File: src/rtl/sbq_pkg.sv
// Package for the start button qualifier: widths, codes, reset values and
// the structs shared by the threshold registers, the core and the top level.
// Depends on nothing.
`timescale 1ns / 1ps
`default_nettype none

package sbq_pkg;

    // Fixed widths of the configuration registers and derived thresholds.
    localparam int CFG_W     = 16;
    localparam int US_PER_MS = 1000;
    // 65535 ms * 1000 fits in 26 bits.
    localparam int THR_W     = 26;
    localparam int IDX_W     = 2;
    localparam int TIME_BITS_DEF = 48;

    // Result payload: start_event, debounced_pressed, is_armed, padded to a byte.
    localparam int OUT_W = 8;

    // Register indexes on the configuration port.
    localparam logic [IDX_W-1:0] REG_PRESS_DEBOUNCE = 2'd0;
    localparam logic [IDX_W-1:0] REG_STARTUP_GUARD  = 2'd1;
    localparam logic [IDX_W-1:0] REG_RELEASE_REARM  = 2'd2;

    // Reset values of the registers, already scaled to microseconds.
    localparam logic [THR_W-1:0] PRESS_DEBOUNCE_RST_US = THR_W'(20 * US_PER_MS);
    localparam logic [THR_W-1:0] STARTUP_GUARD_RST_US  = THR_W'(500 * US_PER_MS);
    localparam logic [THR_W-1:0] RELEASE_REARM_RST_US  = THR_W'(100 * US_PER_MS);

    // Command codes carried in tuser.
    localparam logic CMD_SAMPLE = 1'b0;
    localparam logic CMD_START  = 1'b1;

    typedef struct packed {
        logic [THR_W-1:0] debounce_us;
        logic [THR_W-1:0] guard_us;
        logic [THR_W-1:0] rearm_us;
    } t_thresh;

    typedef struct packed {
        logic is_armed;
        logic debounced_pressed;
        logic start_event;
    } t_result;

endpackage

`default_nettype wire

File: src/rtl/sbq_cfg.sv
// Configuration registers of the start button qualifier. Each write stores
// the millisecond value already scaled to microseconds. Depends on sbq_pkg.
`timescale 1ns / 1ps
`default_nettype none

module sbq_cfg (
    input  wire                            i_clk,
    input  wire                            i_rst_n,
    input  wire                            i_cfg_we,
    input  wire  [sbq_pkg::IDX_W-1:0]      i_cfg_index,
    input  wire  [sbq_pkg::CFG_W-1:0]      i_cfg_wdata,
    output sbq_pkg::t_thresh               o_thresh
);

    sbq_pkg::t_thresh            r_thresh;
    logic [sbq_pkg::THR_W-1:0]   w_scaled;

    // Constant multiply by 1000; the product goes straight into the threshold register on a write.
    assign w_scaled = sbq_pkg::THR_W'(i_cfg_wdata) * sbq_pkg::THR_W'(sbq_pkg::US_PER_MS);

    always_ff @(posedge i_clk) begin
        if (!i_rst_n) begin
            r_thresh.debounce_us <= sbq_pkg::PRESS_DEBOUNCE_RST_US;
            r_thresh.guard_us    <= sbq_pkg::STARTUP_GUARD_RST_US;
            r_thresh.rearm_us    <= sbq_pkg::RELEASE_REARM_RST_US;
        end else if (i_cfg_we) begin
            case (i_cfg_index)
                sbq_pkg::REG_PRESS_DEBOUNCE: r_thresh.debounce_us <= w_scaled;
                sbq_pkg::REG_STARTUP_GUARD:  r_thresh.guard_us    <= w_scaled;
                sbq_pkg::REG_RELEASE_REARM:  r_thresh.rearm_us    <= w_scaled;
                default: ;
            endcase
        end
    end

    assign o_thresh = r_thresh;

endmodule

`default_nettype wire

File: src/rtl/sbq_core.sv
// Qualification state and its single-pass update for one sample or start
// command. Depends on sbq_pkg.
`timescale 1ns / 1ps
`default_nettype none

module sbq_core #(
    parameter int TIME_BITS = sbq_pkg::TIME_BITS_DEF
) (
    input  wire                    i_clk,
    input  wire                    i_rst_n,
    input  wire                    i_adv,
    input  wire                    i_cmd,
    input  wire                    i_lvl,
    input  wire  [TIME_BITS-1:0]   i_now,
    input  wire  sbq_pkg::t_thresh i_thresh,
    output sbq_pkg::t_result       o_result
);

    logic                 r_started, n_started;
    logic                 r_raw, n_raw;
    logic                 r_stable, n_stable;
    logic                 r_armed, n_armed;
    logic                 r_pending, n_pending;
    logic [TIME_BITS-1:0] r_raw_time, n_raw_time;
    logic [TIME_BITS-1:0] r_stable_time, n_stable_time;
    logic [TIME_BITS-1:0] r_start_time, n_start_time;

    logic [TIME_BITS-1:0] w_d_raw, w_d_stable, w_d_start;
    logic [TIME_BITS-1:0] w_deb, w_guard, w_rearm;
    logic w_changed, w_e_deb, w_e_guard, w_e_rearm, w_flip, w_disarm, w_event;

    localparam int PAD_W = TIME_BITS - sbq_pkg::THR_W;

    assign w_deb   = {{PAD_W{1'b0}}, i_thresh.debounce_us};
    assign w_guard = {{PAD_W{1'b0}}, i_thresh.guard_us};
    assign w_rearm = {{PAD_W{1'b0}}, i_thresh.rearm_us};

    // Differences wrap naturally at TIME_BITS.
    assign w_d_raw    = i_now - r_raw_time;
    assign w_d_stable = i_now - r_stable_time;
    assign w_d_start  = i_now - r_start_time;

    // A raw change restarts its timer at now, so only a zero debounce passes.
    assign w_changed = (i_lvl != r_raw);
    assign w_e_deb   = w_changed ? (i_thresh.debounce_us == '0) : (w_d_raw >= w_deb);
    assign w_e_guard = (w_d_start >= w_guard);
    assign w_flip    = (i_lvl != r_stable) && w_e_deb;
    assign w_disarm  = w_flip && i_lvl && r_armed;
    // Likewise a stable change on this sample restarts the rearm timer.
    assign w_e_rearm = w_flip ? (i_thresh.rearm_us == '0) : (w_d_stable >= w_rearm);

    always_comb begin
        n_started     = r_started;
        n_raw         = r_raw;
        n_stable      = r_stable;
        n_armed       = r_armed;
        n_pending     = r_pending;
        n_raw_time    = r_raw_time;
        n_stable_time = r_stable_time;
        n_start_time  = r_start_time;
        w_event       = 1'b0;
        if (i_cmd == sbq_pkg::CMD_START) begin
            n_started     = 1'b1;
            n_raw         = i_lvl;
            n_stable      = i_lvl;
            n_armed       = !i_lvl;
            n_pending     = 1'b0;
            n_raw_time    = i_now;
            n_stable_time = i_now;
            n_start_time  = i_now;
        end else if (r_started) begin
            n_raw = i_lvl;
            if (w_changed) begin
                n_raw_time = i_now;
            end
            if (w_flip) begin
                n_stable      = i_lvl;
                n_stable_time = i_now;
            end
            if (w_disarm) begin
                // An immediate event leaves any older pending event standing.
                n_armed   = 1'b0;
                n_pending = r_pending || !w_e_guard;
                w_event   = w_e_guard;
            end else begin
                n_armed   = r_armed || (!n_stable && w_e_rearm);
                n_pending = r_pending && !w_e_guard;
                w_event   = r_pending && w_e_guard;
            end
        end
    end

    always_ff @(posedge i_clk) begin
        if (!i_rst_n) begin
            r_started     <= 1'b0;
            r_raw         <= 1'b0;
            r_stable      <= 1'b0;
            r_armed       <= 1'b0;
            r_pending     <= 1'b0;
            r_raw_time    <= '0;
            r_stable_time <= '0;
            r_start_time  <= '0;
        end else if (i_adv) begin
            r_started     <= n_started;
            r_raw         <= n_raw;
            r_stable      <= n_stable;
            r_armed       <= n_armed;
            r_pending     <= n_pending;
            r_raw_time    <= n_raw_time;
            r_stable_time <= n_stable_time;
            r_start_time  <= n_start_time;
        end
    end

    assign o_result.start_event       = w_event;
    assign o_result.debounced_pressed = n_stable;
    assign o_result.is_armed          = n_armed;

endmodule

`default_nettype wire

File: src/rtl/start_button_qualifier.sv
// Top level of the start button qualifier: input register, result register
// and stream handshakes. Depends on sbq_pkg, sbq_cfg and sbq_core.
//
//  Channel   Direction  Handshake             Payload
//  s_axis    in         tvalid / tready       tuser: command; tdata: level_pressed, now_us
//  m_axis    out        tvalid / tready       tdata: start_event, debounced_pressed, is_armed
//  cfg       in         write enable only     index 0..2, 16-bit millisecond value
//
// Every transfer on the input side yields exactly one transfer on the output
// side, via the input register and then the result register. The block
// sustains one item per clock unless the output stalls: the input register
// feeds the state update, one pass of 48-bit subtract-and-compare logic, and
// the result lands in the output register. Reset is synchronous, active low;
// it restores register defaults and clears all qualification state. A stall
// on the output holds the result register; an empty input register takes one more.
`timescale 1ns / 1ps
`default_nettype none

module start_button_qualifier #(
    parameter int TIME_BITS = sbq_pkg::TIME_BITS_DEF
) (
    input  wire                              i_clk,
    input  wire                              i_rst_n,
    // Configuration write port.
    input  wire                              i_cfg_we,
    input  wire  [sbq_pkg::IDX_W-1:0]        i_cfg_index,
    input  wire  [sbq_pkg::CFG_W-1:0]        i_cfg_wdata,
    // Input stream.
    input  wire                              i_s_axis_tvalid,
    output logic                             o_s_axis_tready,
    // tdata, lowest bit up: level_pressed, now_us, zero pad to whole bytes.
    input  wire  [((TIME_BITS+8)/8)*8-1:0]   i_s_axis_tdata,
    // tuser: command (0 = level sample, 1 = start).
    input  wire                              i_s_axis_tuser,
    // Output stream.
    output logic                             o_m_axis_tvalid,
    input  wire                              i_m_axis_tready,
    // tdata, lowest bit up: start_event, debounced_pressed, is_armed, zero pad.
    output logic [sbq_pkg::OUT_W-1:0]        o_m_axis_tdata
);

    sbq_pkg::t_thresh     w_thresh;
    sbq_pkg::t_result     w_result;

    // Input register stage.
    logic                 r_in_valid;
    logic                 r_in_cmd;
    logic                 r_in_lvl;
    logic [TIME_BITS-1:0] r_in_now;

    // Result register stage.
    logic                 r_out_valid;
    sbq_pkg::t_result     r_out;

    logic w_out_free, w_adv, w_in_take;

    // The result register can load when empty or when it empties this cycle.
    assign w_out_free      = !r_out_valid || i_m_axis_tready;
    assign w_adv           = r_in_valid && w_out_free;
    assign o_s_axis_tready = !r_in_valid || w_out_free;
    assign w_in_take       = i_s_axis_tvalid && o_s_axis_tready;

    sbq_cfg u_cfg (
        .i_clk       (i_clk),
        .i_rst_n     (i_rst_n),
        .i_cfg_we    (i_cfg_we),
        .i_cfg_index (i_cfg_index),
        .i_cfg_wdata (i_cfg_wdata),
        .o_thresh    (w_thresh)
    );

    sbq_core #(
        .TIME_BITS (TIME_BITS)
    ) u_core (
        .i_clk    (i_clk),
        .i_rst_n  (i_rst_n),
        .i_adv    (w_adv),
        .i_cmd    (r_in_cmd),
        .i_lvl    (r_in_lvl),
        .i_now    (r_in_now),
        .i_thresh (w_thresh),
        .o_result (w_result)
    );

    always_ff @(posedge i_clk) begin
        if (!i_rst_n) begin
            r_in_valid <= 1'b0;
        end else if (o_s_axis_tready) begin
            r_in_valid <= i_s_axis_tvalid;
        end
    end

    always_ff @(posedge i_clk) begin
        if (w_in_take) begin
            r_in_cmd <= i_s_axis_tuser;
            r_in_lvl <= i_s_axis_tdata[0];
            r_in_now <= i_s_axis_tdata[TIME_BITS:1];
        end
    end

    always_ff @(posedge i_clk) begin
        if (!i_rst_n) begin
            r_out_valid <= 1'b0;
        end else if (w_out_free) begin
            r_out_valid <= r_in_valid;
        end
    end

    always_ff @(posedge i_clk) begin
        if (w_adv) begin
            r_out <= w_result;
        end
    end

    assign o_m_axis_tvalid = r_out_valid;
    assign o_m_axis_tdata  = {{(sbq_pkg::OUT_W - 3){1'b0}}, r_out};

endmodule

`default_nettype wire
File: config.mk
export PLATFORM = sky130hd
export DESIGN_NAME = start_button_qualifier
export DESIGN_NICKNAME = d
export VERILOG_FILES = /design/src/rtl/sbq_pkg.sv /design/src/rtl/sbq_cfg.sv /design/src/rtl/sbq_core.sv /design/src/rtl/start_button_qualifier.sv
export SDC_FILE = /design/constraint.sdc
export NUM_CORES = 1
export LEC_CHECK = 0
export ABC_AREA = 1
export BUFFER_PORTS_ARGS = -buffer_cell sky130_fd_sc_hd__buf_2
export CAP_MARGIN = 10
export CORE_UTILIZATION = 55
export DETAILED_ROUTE_END_ITERATION = 8
export PLACE_DENSITY = 0.79
export SETUP_SLACK_MARGIN = 0.5
export SYNTH_ARGS = -nofsm -noshare
export SYNTH_HDL_FRONTEND = slang
export SYNTH_SLANG_ARGS = --single-unit
File: constraint.sdc
create_clock -name i_clk -period 6.4 [get_ports i_clk]
set_clock_uncertainty 0.15 [all_clocks]
set_input_delay 1.28 -clock i_clk [delete_from_list [all_inputs] [get_ports i_clk]]
set_output_delay 1.28 -clock i_clk [all_outputs]
set_load 0.05 [all_outputs]
==> Word level (Yosys, flattened, before mapping) <==
Index checks and enable logic that the tools add are counted.
{ "word_totals": {"reg_bits": 273, "out_inout_bits": 10, "wordCells": 84} }
{ "classes": {"add_sub_neg": 3, "multipliers": 1, "n_lt_le_gt_ge": 3, "n_eq_ne": 4, "n_mux": 22, "bitwise": 1, "n_reduce_logical": 31} }
{ "op_table": {"columns": ["operator", "count"], "rows": [
  ["$mux 48", 6],
  ["$ge 48x26->1", 3],
  ["$sub 48x48->48", 3],
  ["$logic_not 26->1", 2],
  ["$mul 16x7->23 const B", 1],
  ["$mux 1", 16],
  ["$reduce_and 2->1", 5],
  ["$logic_and 1x1->1", 8],
  ["$reduce_and 3->1", 2],
  ["$reduce_bool 2->1", 3],
  ["$logic_not 1->1", 5],
  ["$logic_or 1x1->1", 4],
  ["$eq 2x1->1 const B", 1],
  ["$eq 2x2->1 const B", 1],
  ["$logic_not 2->1", 1],
  ["$ne 1x1->1", 2],
  ["$reduce_or 2->1", 1],
  ["$not 1->1", 1]
]} }

==> Longest topological paths before layout <==
Gate-level depths: netlist of run 1.
{ "logic_depth": {"ltp_word": 13, "depth_mapped": 30, "depth_no_buf": 30} }

==> Hierarchy <==
From an unflattened synthesis of run 1, not the netlist that was laid out.
{ "hier_totals": {"hier_cells": 3950, "area_unflattened_um2": 25617.1} }
{ "by_module_without_submodules": {"columns": ["mod", "n_inst", "cells_per_inst", "area_each_um2", "seq_area_each_um2"], "rows": [
  ["sbq_core", 1, 3114, 18220.0, 2982.9],
  ["sbq_cfg", 1, 764, 5669.2, 1381.3],
  ["start_button_qualifier", 1, 72, 1727.9, 1631.6]
]} }

==> Worst setup path before layout of run 1 <==
Ideal clock, no wire load.
{ "synth_path": {"kind": "input-to-reg", "from": "input i_cfg_wdata[0] (netlist name)", "to": "register u_cfg.r_thresh (netlist bit u_cfg.o_thresh[51])", "setup_ns": 0.057, "t_arrival_ns": 5.446, "t_required_ns": 6.193, "path_slack_ns": 0.748, "path_stages": 21, "path_cell_list": "fa_1 > inv_1 > fa_1 > fa_1 > inv_1 > fa_1 > ha_1 > nand2_1 > inv_1 > a21oi_1 > o21ai_1 > a21oi_1 > o21ai_1 > a21boi_0 > o21ai_1 > a21oi_1 > nor2_1 > nor2_1 > xor2_1 > o21ai_1 > inv_1"} }
{ "synth_via": {"elab_chain_cells": 1} }
{ "synth_lines": {"columns": ["item", "line", "text"], "rows": [
  ["start, declared", "start_button_qualifier.sv:27", "input wire [sbq_pkg::CFG_W-1:0] i_cfg_wdata,"],
  ["$mul 16x7->23", "sbq_cfg.sv:19", "assign w_scaled = sbq_pkg::THR_W'(i_cfg_wdata) * sbq_pkg::THR_W'(sbq_pkg::US_PER_MS);"],
  ["end, declared", "sbq_cfg.sv:15", "sbq_pkg::t_thresh r_thresh;"]
]} }
Every way passes these cells.
A chain may end at the register's enable or synchronous reset.

==> Worst setup path in the final report of run 1 <==
{ "layout_path": {"from": "input i_cfg_wdata[0] (netlist name)", "to": "register u_cfg.r_thresh (netlist bit u_cfg.o_thresh[74])"} }
Same word-level chain as after synthesis.

==> impl_metrics.ini, run 1 <==
[outcome]
outcome = completed

[critical_path]
crit_path_max_fanout = 7
critPathCaptureType = register
required_ps = 6730
cp_slowest_stage_delay_ps = 580
critPathLaunchType = input pin
worstSetupPathType = in -> reg
startpoint = i_cfg_wdata[0]
r2r_start = r_in_now[6]
crit_chain = buf_2, fa_1, inv_1, fa_1, fa_1, inv_1, fa_1, ha_1, a21oi_1, o21ai_0, nand2_1, o211ai_1, a31oi_1, o21ai_1, nand2_1, nand2_1, a21oi_1, o21bai_1, a21oi_1, xnor2_1, o21ai_0, inv_1
cp_slowest_cell = fa_1
cp.arrival_ps = 5880
crit_top_cell = fa_1

[logic_synthesis]
avgSynthCellArea_sq_um = 6.63
synthCells = 3704
async_reset_ff_frac = 0
yosysWarnings = 0
synthDistinctLibCells = 51
synth_edf_count = 53
mappedNetlistArea_sq_um = 24600
synthFlopType = dfxtp_1
ys_ff_latch = 273
seq_area_frac_synth = 0.244

[cts]
cts_setup_buffers = 0
clockRootBuffer = clkbuf_16
clock_latency_ps = 600
cts_buffers = 31
cts_buffer_depth = 3
cts_hold_buf = 0
cts_tree = built
clk_pin_slew_ps = 60
clkSinkCount = 273
htreeDepth = 1

[run]
cap_violations = 0

[layout]
nets = 4169
areaGrowthSynthToFinish_pct = 8.13
final_cell_mix = nand2_1, inv_1, a21oi_1
layout_commonest_cell = nand2_1
drive_gt1_frac = 0.0467
diodes = 0
final_area_sq_um = 26500

[route]
vias = 24100
dr.pass1.iters = 6
drc = 0
routed_via_density = 5.49
drt_iter0_markers = 1895
final_antenna_net_count = 0
wl_microns = 74700
wl_per_cell_microns = 17.0

[floorplan]
die_w_microns = 213
floorplan.initialDensity = 0.556
dieArea_sq_um = 45500
rows = 77
core_sq_um = 44100
boundaryPins = 90
die_y_microns = 213

[timing]
drv_slew = 0
final.period_utilization = 0.867
slew_headroom = 0.323
fin_tns_setup_ps = 0
worstMarginPinSlew_ps = 1010
rsz0062_at_grt = false
hold_viol_final = 0
period_minus_slack_ps = 5550
setup_viol = 0
fmax_mhz = 180

[global_route]
grt_overflow = 0
antenna_found_initial = 1
grt_pass1_vias = 22300
grt_pass1_wl_microns = 116000
grt_max_degree = 97
grt_util_all_layers = 0.330

[place]
port_buffers = 77
placed_area_sq_um = 25500
dpl.hpwl_microns = 61800
place_congestion = 1.02

[hold_path]
min_path_type = reg -> reg
min-delay-start = u_core.r_raw_time[31]

[power]
p_leak_nw = 12.7
powerDensity_nw_per_um2 = 263
ir_drop_mv = 0.312
worst max-delay path, delay by kind of cell:
family | cells | cell delay (ps)
and+or+nand+nor | 3 | 220
AOI/OAI and AO/OA | 9 | 1520
xor gates and xnor gates | 1 | 130
adders and majority gates | 5 | 2390
buffers and inverters | 4 | 350
power breakdown:
part	switching, W	leakage (nW)	internal (W)
logic	0.00214	9.92	0.00110
registers	0.0000821	2.32	0.00187
clock network	0.000733	0.500	0.00106
cell usage after synthesis, types with 9 or more instances:
master	n	area [sq um]
nand3b_1	17	128
nand2_1	843	3160
o211ai_1	22	165
fa_1	57	1140
a31oi_1	20	125
nor3_1	28	140
o21ai_0	248	1240
o21ai_1	52	260
nand3_1	134	671
nor4_1	12	75.1
nand2_2	9	56.3
nand4_1	55	344
a21oi_1	409	2050
clkbuf_1	56	210
nor2_1	307	1150
ha_1	263	3290
xor2_1	72	631
dfxtp_1	220	4400
buf_6	9	101
o21bai_1	26	195
xnor2_1	40	350
inv_1	683	2560
edfxtp_1	53	1590
a21o_1	11	82.6
registers in the layout, summed over array words and instances (netlist names), 3 cells and up:
register	count
o_m_axis_tdata	3
u_core.r_start_time	48
u_core.r_raw_time	48
u_cfg.o_thresh	69
u_core.r_stable_time	48
r_in_now	48
per-layer routing:
layer / up-vias / track usage / routed length, microns
met5: - / 0 / 0
met4: 0 / 0.106 / 2400
met3: 130 / 0.0477 / 6070
met2: 773 / 0.543 / 33400
met1: 11000 / 0.443 / 32800
li1: 12100 / - / -
timing repair:
action | 4_1_cts | 5_1_grt
gates resized for setup | 0 | 4
hold endpoints to repair | 0 | 0
endpoints found under the setup margin | 0 | 4
kinds of logic (layout without fill, tap and decap cells):
kind of cell	count (synthesis)	after routing	synth area share
AO/OA/AOI/OAI	813	813	0.176
XOR/XNOR	112	112	0.0400
adder cells (fa/ha/maj)	320	320	0.181
buffers and inverters	759	845	0.120
flip-flops	273	273	0.244
other	1	5	0.000153
AND/OR/NAND/NOR	1426	1426	0.239
through the flow:
step	std cells	util	setup slack (ps)	hold WS, ps	total power (W)
finish	4386	0.602	849	305	0.00699
global placement	4328	0.578	179	293	0.00508
floorplan	3708	-	748	283	0.00420
CTS	4386	0.601	726	310	0.00693
global route	4386	0.602	548	321	0.00745
detailed placement	4328	0.578	117	301	0.00511
path summary, 6_finish.rpt:
check        slack, ps                        to  cells after the start
min                300     u_core.r_raw_time[31]                      2
max reg2reg        900  u_core.r_stable_time[36]                     22
min reg2reg        300     u_core.r_raw_time[31]                      2
max                850        u_cfg.o_thresh[74]                     22
cell type report:
type | instances | area (sq um)
Fill cell | 4338 | 17600
Multi-Input combinational cell | 2676 | 15700
Sequential cell | 273 | 6000
Inverter | 688 | 2590
Clock inverter | 14 | 156
Timing Repair Buffer | 99 | 553
Clock buffer | 44 | 865
Tap cell | 592 | 741
Power figures use the tool's default switching activity.
==> run 2, diff against run 1 <==
--- a/config.mk
+++ b/config.mk
@@ -8,6 +8,7 @@
 export ABC_AREA = 1
 export BUFFER_PORTS_ARGS = -buffer_cell sky130_fd_sc_hd__buf_2
 export CAP_MARGIN = 10
+export CORE_MARGIN = 5
 export CORE_UTILIZATION = 55
 export DETAILED_ROUTE_END_ITERATION = 8
 export PLACE_DENSITY = 0.79
==> run 2 against run 1 <==
Effect of this change:
- setup slack improved by 50 ps
- combinational power about the same
- highest routed layer unchanged
- sequential share of layout area shrank 0.097 points
- largest power group unchanged
- critical endpoint is now u_cfg.o_thresh[77]
- die area is 7.6% higher
- cell area is 0.43% higher
==> impl_metrics.ini, run 2 (synthesis gave the netlist of run 1 again) <==
[critical_path]
worstSetupPathType = in -> reg
cp_slowest_cell = fa_1
cp.arrival_ps = 5890
critPathLaunchType = input pin
crit_chain = buf_2, fa_1, inv_1, fa_1, fa_1, inv_1, fa_1, ha_1, nand2_1, inv_1, a21oi_1, o21ai_1, a21oi_2, o21ai_1, a21boi_1, o21ai_1, a21oi_1, nor2_1, nor2_1, xor2_2, o21ai_1, inv_1
worst-path-buf-inv = 5
crit_family = adder cells
required_ps = 6790
crit_path_max_fanout = 7
cp_slowest_stage_delay_ps = 590
critPathCaptureType = register

[route]
wl_per_cell_microns = 17.0
drc = 0
dr.pass1.iters = 6
drt_iter0_markers = 1953
vias = 24000
final_antenna_net_count = 0
routed_via_density = 5.46
wl_microns = 74600

[outcome]
outcome = completed

[cts]
htreeDepth = 1
cts_buffers = 31
clkSinkCount = 273
cts_tree = built
clock_latency_ps = 590
clk_pin_slew_ps = 60
cts_buffer_depth = 3
cts_setup_buffers = 0
clockRootBuffer = clkbuf_16

[layout]
finalNonFillerCells = 4395
largest_reg_flops = 69
multi_input_area_sq_um = 15700
fin_util = 0.603
areaGrowthSynthToFinish_pct = 8.60
drive_gt1_frac = 0.0489
final_area_sq_um = 26700
nets = 4177
filler_cell_count = 4277
layout_commonest_cell = nand2_1
final_cell_mix = nand2_1, inv_1, a21oi_1
ff_latch_area_sq_um = 6000

[timing]
worstMarginPinSlew_ps = 1070
period_minus_slack_ps = 5500
fin_tns_setup_ps = 0
rsz0062_at_grt = false
drv_slew = 0
fmax_mhz = 182
hold_viol_final = 0
final.period_utilization = 0.860
slew_headroom = 0.288
setup_viol = 0

[global_route]
grt_max_degree = 104
grt_util_all_layers = 0.292
antenna_found_initial = 2
grt_pass1_vias = 22600
grt_pass1_wl_microns = 117000
grt_overflow = 0

[place]
placed_area_sq_um = 25600
place_inst = 4336
port_buffers = 77
place_congestion = 1.02
dpl.hpwl_microns = 61600

[power]
p_total_w = 0.00706
powerDensity_nw_per_um2 = 265
p_int_w = 0.00410
ir_drop_mv = 0.234
p_clk_frac = 0.263
switching_power_w = 0.00296
swShare = 0.419
power_frac_seq = 0.275
pwr-share-comb = 0.462
p_leak_nw = 12.8

[floorplan]
die_y_microns = 221
boundaryPins = 90
dieArea_sq_um = 49000
rows = 77
die_w_microns = 221
floorplan.initialDensity = 0.555
core_sq_um = 44200

[run]
cap_violations = 0

[hold_path]
min_path_type = reg -> reg
[run 2: changes by cell type in the layout (fill, tap and decap cells not counted), sizes merged]
cell / before / now
clkinv: 11 / 13
buf: 99 / 107
clkbuf: 44 / 41
inv: 687 / 688
bufinv: 3 / 4
clkinvlp: 1 / 0
diode: 0 / 1
[run 2: worst paths after layout]
kind,from,endpoint,slack (ps),depth (start not counted)
worst max register to register,r_in_now[0],u_core.r_stable_time[35],1020,25
worst min-delay path,u_core.r_stable_time[39],u_core.r_stable_time[39],310,2
worst max-delay path,i_cfg_wdata[0],u_cfg.o_thresh[77],900,22
worst min register to register,u_core.r_stable_time[39],u_core.r_stable_time[39],310,2
[run 2: per-stage QoR]
stage	hold slack [ps]	setup slack (ps)
6_report	306	899
5_1_grt	321	517
4_1_cts	310	711
3_5_place_dp	301	165
3_3_place_gp	294	186
2_1_floorplan	283	748
[run 2: repair_timing]
item	4_1_cts	5_1_grt
hold buffers	0	0
resized for setup	0	6
setup endpoints to repair	0	6
[run 2: worst min-delay path: stages, from the launching register on]
cell and delay [ps]:
dfxtp_1 290, inv_1 60, a21oi_1 50
[run 2: power by group through the flow]
stage	clock network, W	registers (W)	logic (W)
2_1_floorplan	0	0.00195	0.00224
3_3_place_gp	0	0.00197	0.00310
3_5_place_dp	0	0.00197	0.00313
4_1_cts	0.00188	0.00194	0.00316
5_1_grt	0.00196	0.00195	0.00362
6_report	0.00186	0.00194	0.00326
[run 2: per-layer routing]
layer  wire length (microns)  GRT usage  share of wire
met1                   32400      0.400           0.44
met4                    2920      0.102          0.039
met2                   33200      0.479           0.45
met3                    6000     0.0374          0.080
met5                       0          0              0
[run 2: layout make-up]
type                    count  share of cell area
clock inverters            17             0.00741
inverters                 688              0.0970
multi-input cells        2676               0.587
flip-flops and latches    273               0.225
well taps                 592              0.0278
diodes                      1           0.0000939
clock buffers              41              0.0325
repair buffers            107              0.0230
